## src/rli_pkg.sv

```systemverilog
`timescale 1ns / 1ps
// ----------------------------------------------------------------------------
// rli_pkg
// shared constants and controller/datapath command and status types
// ----------------------------------------------------------------------------
package rli_pkg;

   localparam int DefTableSize = 32;
   localparam int DefEntryBits = 16;
   localparam int PixelBits    = 8;
   localparam int PixelMax     = 255;
   localparam int FracBits     = 8;

   localparam logic CMD_WRITE = 1'b0;
   localparam logic CMD_PIXEL = 1'b1;

   // controller to datapath
   typedef struct packed {
      logic load;      // capture accepted word
      logic rd_lo;     // read low neighbour row for current channel
      logic rd_hi;     // read high neighbour row for current channel
      logic mac_lo;    // accumulate low term
      logic mac_hi;    // accumulate high term
      logic div_start; // start the serial divide
      logic div_step;  // one quotient bit
      logic store;     // store quotient for current channel
      logic wr_row;    // write the table row
      logic publish;   // move the finished pixel into the output register
      logic [1:0] chan;
   } rli_cmd_type;

   // datapath to controller
   typedef struct packed {
      logic is_pixel;
      logic row_ok;
      logic flat;
      logic num_pos;
   } rli_sts_type;

endpackage

```

## src/rli_datapath.sv

```systemverilog
`timescale 1ns / 1ps
// ----------------------------------------------------------------------------
// rli_datapath
// table memory, min/max tracking, interpolation and serial divide
// ----------------------------------------------------------------------------
module rli_datapath
   import rli_pkg::*;
#(
   parameter int TABLE_SIZE = DefTableSize,
   parameter int ENTRY_BITS = DefEntryBits
) (
   input  logic        clock,
   input  logic        reset,
   input  logic [80:0] in_word,
   input  rli_cmd_type cmd,
   output rli_sts_type sts,
   output logic [7:0]  out_red,
   output logic [7:0]  out_green,
   output logic [7:0]  out_blue
);

   localparam int IdxBits = (TABLE_SIZE > 1) ? $clog2(TABLE_SIZE) : 1;
   localparam int NumBits = ENTRY_BITS + FracBits + 1;
   localparam int ScBits  = PixelBits + IdxBits;

   typedef logic [ENTRY_BITS-1:0] ent_type;

   // table memory, one entry per channel
   ent_type mem_r [TABLE_SIZE];
   ent_type mem_g [TABLE_SIZE];
   ent_type mem_b [TABLE_SIZE];

   logic [80:0]         word_ff;
   ent_type             min_ff, max_ff;
   ent_type             rd_ff;
   logic [NumBits-1:0]  acc_ff, acc_in;
   logic [7:0]          res_ff [3];
   logic [7:0]          out_ff [3];

   // fields of the captured word
   logic [7:0]          row;
   logic [7:0]          samp;
   ent_type             e_r, e_g, e_b;
   assign row  = word_ff[8:1];
   assign e_r  = ent_type'(word_ff[24:9]);
   assign e_g  = ent_type'(word_ff[40:25]);
   assign e_b  = ent_type'(word_ff[56:41]);
   always_comb begin
      case (cmd.chan)
         2'd0:    samp = word_ff[64:57];
         2'd1:    samp = word_ff[72:65];
         default: samp = word_ff[80:73];
      endcase
   end

   // position of the sample in the table: constant divide by 255
   logic [ScBits-1:0]   scaled;
   logic [IdxBits:0]    lo_q;
   logic [7:0]          frac;
   logic [ScBits+1:0]   tmp;
   logic [IdxBits-1:0]  lo_idx, hi_idx;
   always_comb begin
      scaled = ScBits'(samp) * ScBits'(TABLE_SIZE - 1);
      // q = (x + (x>>8) + 1) >> 8 is exact for x < 65535
      tmp    = (ScBits+2)'(scaled) + (ScBits+2)'(scaled >> 8) + (ScBits+2)'(1);
      lo_q   = (IdxBits+1)'(tmp >> 8);
      frac   = 8'(scaled - ScBits'(lo_q) * ScBits'(PixelMax));
      lo_idx = IdxBits'(lo_q);
      if (lo_q >= (IdxBits+1)'(TABLE_SIZE - 1)) hi_idx = IdxBits'(TABLE_SIZE - 1);
      else hi_idx = IdxBits'(lo_q + 1'b1);
   end

   // registered table read
   logic [IdxBits-1:0] rd_addr;
   assign rd_addr = cmd.rd_hi ? hi_idx : lo_idx;
   always_ff @(posedge clock) begin
      if (cmd.wr_row) begin
         mem_r[row[IdxBits-1:0]] <= e_r;
         mem_g[row[IdxBits-1:0]] <= e_g;
         mem_b[row[IdxBits-1:0]] <= e_b;
      end
      if (cmd.rd_lo || cmd.rd_hi) begin
         case (cmd.chan)
            2'd0:    rd_ff <= mem_r[rd_addr];
            2'd1:    rd_ff <= mem_g[rd_addr];
            default: rd_ff <= mem_b[rd_addr];
         endcase
      end
   end

   // signed term (e - min) * weight, summed into the accumulator
   logic signed [ENTRY_BITS+1:0]  diff;
   logic        [8:0]             wgt;
   logic signed [NumBits:0]       prod, acc_s;
   always_comb begin
      diff   = $signed({2'b00, rd_ff}) - $signed({2'b00, min_ff});
      wgt    = cmd.mac_hi ? {1'b0, frac} : 9'(PixelMax) - 9'(frac);
      prod   = (NumBits+1)'(diff * $signed({1'b0, wgt}));
      acc_s  = $signed({acc_ff[NumBits-1], acc_ff});
      acc_in = acc_ff;
      if (cmd.mac_lo) acc_in = NumBits'(prod);
      else if (cmd.mac_hi) acc_in = NumBits'(acc_s + prod);
   end
   assign sts.num_pos = !acc_ff[NumBits-1] && (acc_ff != '0);

   // long division of acc by span, one numerator bit per step, msb first
   ent_type            span;
   logic [NumBits-1:0] shift_ff;
   logic [NumBits-1:0] dr_ff;
   logic [NumBits-1:0] dq_ff;
   logic [NumBits:0]   dshl;
   assign span = max_ff - min_ff;
   always_comb dshl = {dr_ff, shift_ff[NumBits-1]};
   always_ff @(posedge clock) begin
      if (cmd.div_start) begin
         shift_ff <= acc_ff;
         dr_ff    <= '0;
         dq_ff    <= '0;
      end else if (cmd.div_step) begin
         shift_ff <= {shift_ff[NumBits-2:0], 1'b0};
         if (dshl >= (NumBits+1)'(span)) begin
            dr_ff <= NumBits'(dshl - (NumBits+1)'(span));
            dq_ff <= {dq_ff[NumBits-2:0], 1'b1};
         end else begin
            dr_ff <= NumBits'(dshl);
            dq_ff <= {dq_ff[NumBits-2:0], 1'b0};
         end
      end
   end
   assign sts.flat = (max_ff <= min_ff);

   // registers
   always_ff @(posedge clock) begin
      if (reset) begin
         min_ff <= '1;
         max_ff <= '0;
      end else if (cmd.wr_row) begin
         min_ff <= (e_r < min_ff && e_r <= e_g && e_r <= e_b) ? e_r :
                   (e_g < min_ff && e_g <= e_b) ? e_g :
                   (e_b < min_ff) ? e_b : min_ff;
         max_ff <= (e_r > max_ff && e_r >= e_g && e_r >= e_b) ? e_r :
                   (e_g > max_ff && e_g >= e_b) ? e_g :
                   (e_b > max_ff) ? e_b : max_ff;
      end
   end
   always_ff @(posedge clock) begin
      if (cmd.load) word_ff <= in_word;
      acc_ff <= acc_in;
      if (cmd.store) begin
         res_ff[cmd.chan] <= (!sts.num_pos || sts.flat) ? 8'd0 :
                             (dq_ff > NumBits'(PixelMax)) ? 8'(PixelMax) : 8'(dq_ff);
      end
      // output register, free for the next pixel once loaded
      if (cmd.publish) out_ff <= res_ff;
   end

   assign sts.is_pixel = word_ff[0];
   assign sts.row_ok   = (row < 8'(TABLE_SIZE - 1)) || (row == 8'(TABLE_SIZE - 1));
   assign out_red   = out_ff[0];
   assign out_green = out_ff[1];
   assign out_blue  = out_ff[2];

endmodule

```

## src/rli_control.sv

```systemverilog
`timescale 1ns / 1ps
// ----------------------------------------------------------------------------
// rli_control
// sequencer: row write, or per channel read/accumulate/divide
// ----------------------------------------------------------------------------
module rli_control
   import rli_pkg::*;
#(
   parameter int ENTRY_BITS = DefEntryBits
) (
   input  logic        clock,
   input  logic        reset,
   input  logic        in_valid,
   output logic        in_ready,
   output logic        out_valid,
   input  logic        out_ready,
   output logic        out_flat,
   output rli_cmd_type cmd,
   input  rli_sts_type sts
);

   localparam int NumBits = ENTRY_BITS + FracBits + 1;
   localparam int CntBits = $clog2(NumBits + 1);

   typedef enum logic [3:0] {
      S_IDLE, S_DECODE, S_RDLO, S_RDHI, S_MACLO, S_MACHI, S_DIV, S_STORE, S_HOLD
   } state_type;

   state_type          state_ff;
   logic [1:0]         chan_ff;
   logic [CntBits-1:0] cnt_ff;
   logic               valid_ff, flat_ff;
   logic               publish;

   // finished pixel moves out once the output register is free or leaving
   assign publish = (state_ff == S_HOLD) && (!valid_ff || out_ready);

   // single clocked block for state and registered outputs
   always_ff @(posedge clock) begin
      if (reset) begin
         state_ff <= S_IDLE;
         chan_ff  <= 2'd0;
         cnt_ff   <= '0;
         valid_ff <= 1'b0;
         flat_ff  <= 1'b0;
      end else begin
         if (publish) begin
            valid_ff <= 1'b1;
            flat_ff  <= sts.flat;
         end else if (valid_ff && out_ready) begin
            valid_ff <= 1'b0;
         end
         unique case (state_ff)
            S_IDLE: begin
               if (in_valid && in_ready) state_ff <= S_DECODE;
            end
            S_DECODE: begin
               chan_ff <= 2'd0;
               if (!sts.is_pixel) state_ff <= S_IDLE;
               else state_ff <= S_RDLO;
            end
            S_RDLO:  state_ff <= S_RDHI;
            S_RDHI:  state_ff <= S_MACLO;
            S_MACLO: state_ff <= S_MACHI;
            S_MACHI: begin
               cnt_ff   <= '0;
               state_ff <= S_DIV;
            end
            S_DIV: begin
               cnt_ff <= cnt_ff + 1'b1;
               if (cnt_ff == CntBits'(NumBits)) state_ff <= S_STORE;
            end
            S_STORE: begin
               if (chan_ff == 2'd2) begin
                  state_ff <= S_HOLD;
               end else begin
                  chan_ff  <= chan_ff + 2'd1;
                  state_ff <= S_RDLO;
               end
            end
            S_HOLD: begin
               if (publish) state_ff <= S_IDLE;
            end
            default: state_ff <= S_IDLE;
         endcase
      end
   end

   // accept whenever idle; the output register holds the previous word
   assign in_ready  = (state_ff == S_IDLE);
   assign out_valid = valid_ff;
   assign out_flat  = flat_ff;

   always_comb begin
      cmd           = '0;
      cmd.chan      = chan_ff;
      cmd.load      = in_valid && in_ready;
      cmd.wr_row    = (state_ff == S_DECODE) && !sts.is_pixel && sts.row_ok;
      cmd.rd_lo     = (state_ff == S_RDLO);
      cmd.rd_hi     = (state_ff == S_RDHI);
      cmd.mac_lo    = (state_ff == S_RDHI);
      cmd.mac_hi    = (state_ff == S_MACLO);
      cmd.div_start = (state_ff == S_MACHI);
      cmd.div_step  = (state_ff == S_DIV) && (cnt_ff != CntBits'(NumBits));
      cmd.store     = (state_ff == S_STORE);
      cmd.publish   = publish;
   end

   // result register never reloads while still held
   assert property (@(posedge clock) disable iff (reset)
      valid_ff && !out_ready |=> valid_ff) else $error("result dropped");
   assert property (@(posedge clock) disable iff (reset)
      valid_ff && !out_ready |=> $stable(flat_ff)) else $error("held flag changed");
   assert property (@(posedge clock) disable iff (reset)
      cmd.store |-> chan_ff != 2'd3) else $error("bad channel");

endmodule

```

## src/rgb_lut_interpolate.sv

```systemverilog
`timescale 1ns / 1ps
// ----------------------------------------------------------------------------
// rgb_lut_interpolate
// per-channel 1d color table with linear interpolation
// ----------------------------------------------------------------------------
// req channel: command 0 writes one table row (three entries) and updates the
// running min/max; command 1 corrects one pixel and gives one rsp word.
// a row write is decoded in the cycle after it is accepted and gives no word;
// the controller then returns to idle for the next word.
// for each channel in turn a pixel reads its two neighbour
// rows from the single table port, forms the interpolated numerator and runs a
// one-bit-per-cycle divide by the table span. once the third channel is stored
// the pixel moves into the output register, rsp_tvalid rises and the
// controller returns to idle for the next word.
// the result sits in an output register; while rsp is stalled new words are
// still accepted and a following pixel waits in its last cycle until the held
// word leaves. reset clears control state, sets min to all ones and max to
// zero; table contents are undefined until written. flat_table marks
// max <= min, with all samples 0.
// ----------------------------------------------------------------------------
module rgb_lut_interpolate
   import rli_pkg::*;
#(
   parameter int TABLE_SIZE = DefTableSize,
   parameter int ENTRY_BITS = DefEntryBits
) (
   input  logic        clock,
   input  logic        reset,
   input  logic        req_tvalid,
   output logic        req_tready,
   input  logic        req_tuser,   // command
   input  logic [79:0] req_tdata,   // row_index, entry_red/green/blue, pixel r/g/b
   output logic        rsp_tvalid,
   input  logic        rsp_tready,
   output logic        rsp_tuser,   // flat_table
   output logic [23:0] rsp_tdata    // out_red, out_green, out_blue
);

   rli_cmd_type cmd;
   rli_sts_type sts;
   logic [7:0]  o_r, o_g, o_b;

   rli_control #(.ENTRY_BITS(ENTRY_BITS)) u_ctl (
      .clock, .reset,
      .in_valid(req_tvalid), .in_ready(req_tready),
      .out_valid(rsp_tvalid), .out_ready(rsp_tready), .out_flat(rsp_tuser),
      .cmd, .sts
   );

   rli_datapath #(.TABLE_SIZE(TABLE_SIZE), .ENTRY_BITS(ENTRY_BITS)) u_dp (
      .clock, .reset,
      .in_word({req_tdata, req_tuser}),
      .cmd, .sts,
      .out_red(o_r), .out_green(o_g), .out_blue(o_b)
   );

   assign rsp_tdata = {o_b, o_g, o_r};

endmodule

```

## config.mk

```make
export PLATFORM = sky130hd
export DESIGN_NAME = rgb_lut_interpolate
export DESIGN_NICKNAME = d
export VERILOG_FILES = /design/src/rli_pkg.sv /design/src/rli_datapath.sv /design/src/rli_control.sv /design/src/rgb_lut_interpolate.sv
export SDC_FILE = /design/constraint.sdc
export NUM_CORES = 2
export LEC_CHECK = 0
export BUFFER_PORTS_ARGS = -buffer_cell sky130_fd_sc_hd__buf_2
export CORE_ASPECT_RATIO = 0.7
export CORE_MARGIN = 2
export CORE_UTILIZATION = 47
export CTS_CLUSTER_DIAMETER = 60
export DETAILED_ROUTE_END_ITERATION = 8
export GPL_TIMING_DRIVEN = 0
export SYNTH_ARGS = -nofsm -noshare
export SYNTH_HDL_FRONTEND = slang
export SYNTH_SLANG_ARGS = --single-unit
```

## constraint.sdc

```tcl
create_clock -name clock -period 18.9 [get_ports clock]
set_input_delay 0.945 -clock clock [delete_from_list [all_inputs] [get_ports clock]]
set_output_delay 0.945 -clock clock [all_outputs]
set_load 0.01 [all_outputs]
```

==> results.txt <==
Final nets = 7727
Worst path required time = 19450 ps
Metal3 WL = 45000 um
Crit path launch type = flop
Full die area = 187000 sq um
Post-synth top area share = 0.602
Slew margin rel. = 0.0518
Fmax = 0.0560 GHz
WS Path Type = reg2reg
Area Overhead vs Synth = 15.6%
Most frequent cells in the layout = 1731 x edfxtp_1, 1035 x nand2_1, 320 x ha_1
Io pins = 112
Congestion Overflow GR = 0
GRT Resource Usage Total = 0.310
HPWL after DPL = 218000 um
Post-Syn Area = 86400 sq um
R2r setup slk = 1030 ps
CORE AREA = 182000 sq um
Post-synth EDFFs = 1731
Final Max Tran Viols = 0
Worst-path clk slew = 60 ps
Wire length of the first global-routing pass = 414000 um
DRT Pass-1 Iters = 6
GPL Wtd Cong = 0.996
Most common cell after layout, fill and taps aside = edfxtp_1
Final setup viols = 0
Top Metal Used = met5
Multiplexer area fraction after synthesis = 0.0312
Adder-cell share of the synthesized area = 0.0776
Synth top area cells = edfxtp_1 60%, ha_1 4.7%, nand2_1 4.5%
Sequential-to-total area share from yosys stat = 0.624
Initial Util = 0.473
WL met2 = 112000 um
Clock latency at the later pin of the worst-skew pair = 870 ps
Dominant cell type by area after synthesis = edfxtp_1
Min cycle time layout = 17870 ps
Critical path's top delay family = adder cells
Crit Path Max Fanout = 10
Slowest cell delay on critical path = 630 ps
XOR/XNOR share of the synthesized area = 0.0129
Cell mode on critical path = fa_1
Wire length on met1 = 128000 um
Buf/Inv on CP = 11
Worst path slowest cell = ha_2
Status = completed
Final setup TNS = 0 ps
HP Class = in2reg
#FFs+latches synth = 1826
H-tree Lvls = 4
Vias = 61300
CTS tree = done
Routed Antenna Nets = 0
Layout cells sized above 1 = 0.117
Num rows = 131
IO Port Bufs = 110
DRT iter0 DRCs = 10000
Vias/cell = 6.26
Root buffer cell = clkbuf_16
Average size of a mapped cell = 12.8 sq um
Syn Inst Count = 6743
Final hold viol count = 0
Die X-Extent = 516 um
Largest net degree at the start of global routing = 49
CTS buffer count = 188
Post-CTS Hold Buffers = 0
Slew @ Worst Pin = 1420 ps
Synth cell types = 93
Wire per inst = 30.1 um
Residual DRC count = 0
Antenna violations before repair = 23
Largest family of logic cells by synthesized area = simple AND/OR/NAND/NOR gates
Max Cap Viol = 0
Fin crit share = 0.946
FFs w/ async S/R, synth = 0
Die height = 363 um
Syn nets = 7283
Worst path arrival time = 18420 ps
Clock Path Buffers = 4
CTS Sinks = 1826
WL final = 294000 um
Simple-gate share of the synthesized area = 0.113
Yosys warnings = 0
Clock skew = 85.9 ps
Predominant post-synthesis flop cell = edfxtp_1
Compound-Gate Fraction of Synth Area = 0.106
CP Capture Type = flop
Vias in the first global route = 56300
state kept, by name, indices dropped and copies added, names as in the netlist, 24 cells and up:
register / flops
u_dp.mem_g: 512
u_dp.res_ff: 24
u_dp.word_ff: 81
u_dp.mem_r: 512
u_dp.shift_ff: 25
u_dp.mem_b: 512
u_dp.acc_ff: 25
u_dp.dr_ff: 25
u_dp.dq_ff: 25
logic make-up after synthesis:
family / after synthesis
buffers and inverters: 716
muxes: 248
and+or+nand+nor: 2088
xor gates and xnor gates: 123
DFF: 1826
adders and majority gates: 455
AOI/OAI and AO/OA: 1287
per-layer routing:
| metal | GRT usage | up-vias |
|---|---|---|
| met2 | 0.397 | 3946 |
| met4 | 0.0843 | 2 |
| li1 | - | 26300 |
| met3 | 0.109 | 467 |
| met5 | 0 | - |
| met1 | 0.487 | 30600 |
stage by stage:
step	hold WS [ps]	instances	setup WS, ps	util	cell area, sq um
global route	218	9784	-15.5	0.547	99800
CTS	193	9781	111	0.546	99600
floorplan	400	6743	3380	-	86400
global placement	402	9313	-1140	0.493	90000
finish	245	9789	1030	0.547	99900
detailed placement	405	9453	-1430	0.514	93700
path summary, 6_finish.rpt:
| kind | startpoint | depth (start not counted) | endpoint |
|---|---|---|---|
| worst max-delay path | u_ctl.chan_ff[1] | 58 | u_dp.acc_ff[24] |
| worst min-delay path | req_tdata[37] | 1 | u_dp.word_ff[38] |
| worst max register to register | u_ctl.chan_ff[1] | 58 | u_dp.acc_ff[24] |
| worst min register to register | u_dp.res_ff[11] | 0 | u_dp.out_green[3] |
worst register-to-register path: cells and delay by family (launching register included):
kind | cells | cell delay [ps]
xor gates and xnor gates | 7 | 1970
AOI/OAI and AO/OA | 16 | 4320
adders and majority gates | 17 | 7750
buffers and inverters | 11 | 1890
and+or+nand+nor | 7 | 1310
DFF | 1 | 320
layout make-up:
type                       instances  area, sq um
sequential                      1826        53900
clock inverter                    93          946
inverter                         318         1190
buffer                           396         1860
multi-input combinational       4201        29900
timing repair buffer             256         4100
tap                             2460         3080
fill                           15000        82600
antenna                            6         15.0
clock buffer                     233         4930
synth_stat cells (27+ instances only):
cell / n
mux2i_1: 227
nand4_1: 93
nor3_1: 55
fa_1: 134
inv_1: 313
xnor2_1: 85
nor2b_1: 30
nand3_1: 247
and3_1: 233
clkbuf_1: 186
a311oi_1: 54
or2_2: 27
buf_2: 146
ha_1: 321
o2111ai_1: 61
nor2_1: 199
a211oi_1: 184
a21o_1: 71
xor2_1: 34
dfxtp_1: 95
a211o_1: 40
nand2_1: 1035
buf_4: 34
a31oi_1: 48
o21ai_0: 105
a32oi_1: 52
a21oi_1: 293
o211ai_1: 107
edfxtp_1: 1731
o221ai_1: 33
o21a_1: 44
repair_timing:
| action | CTS | global route |
|---|---|---|
| buffers inserted | 3 | 2 |
| pin swaps | 1 | 1 |
| gates resized for setup | 5 | 27 |
| gates cloned | 0 | 0 |
| endpoints found under the setup margin | 13 | 9 |
Power is not shown: default switching activity piles up to over one toggle a cycle in this logic, so the estimate is an artifact.
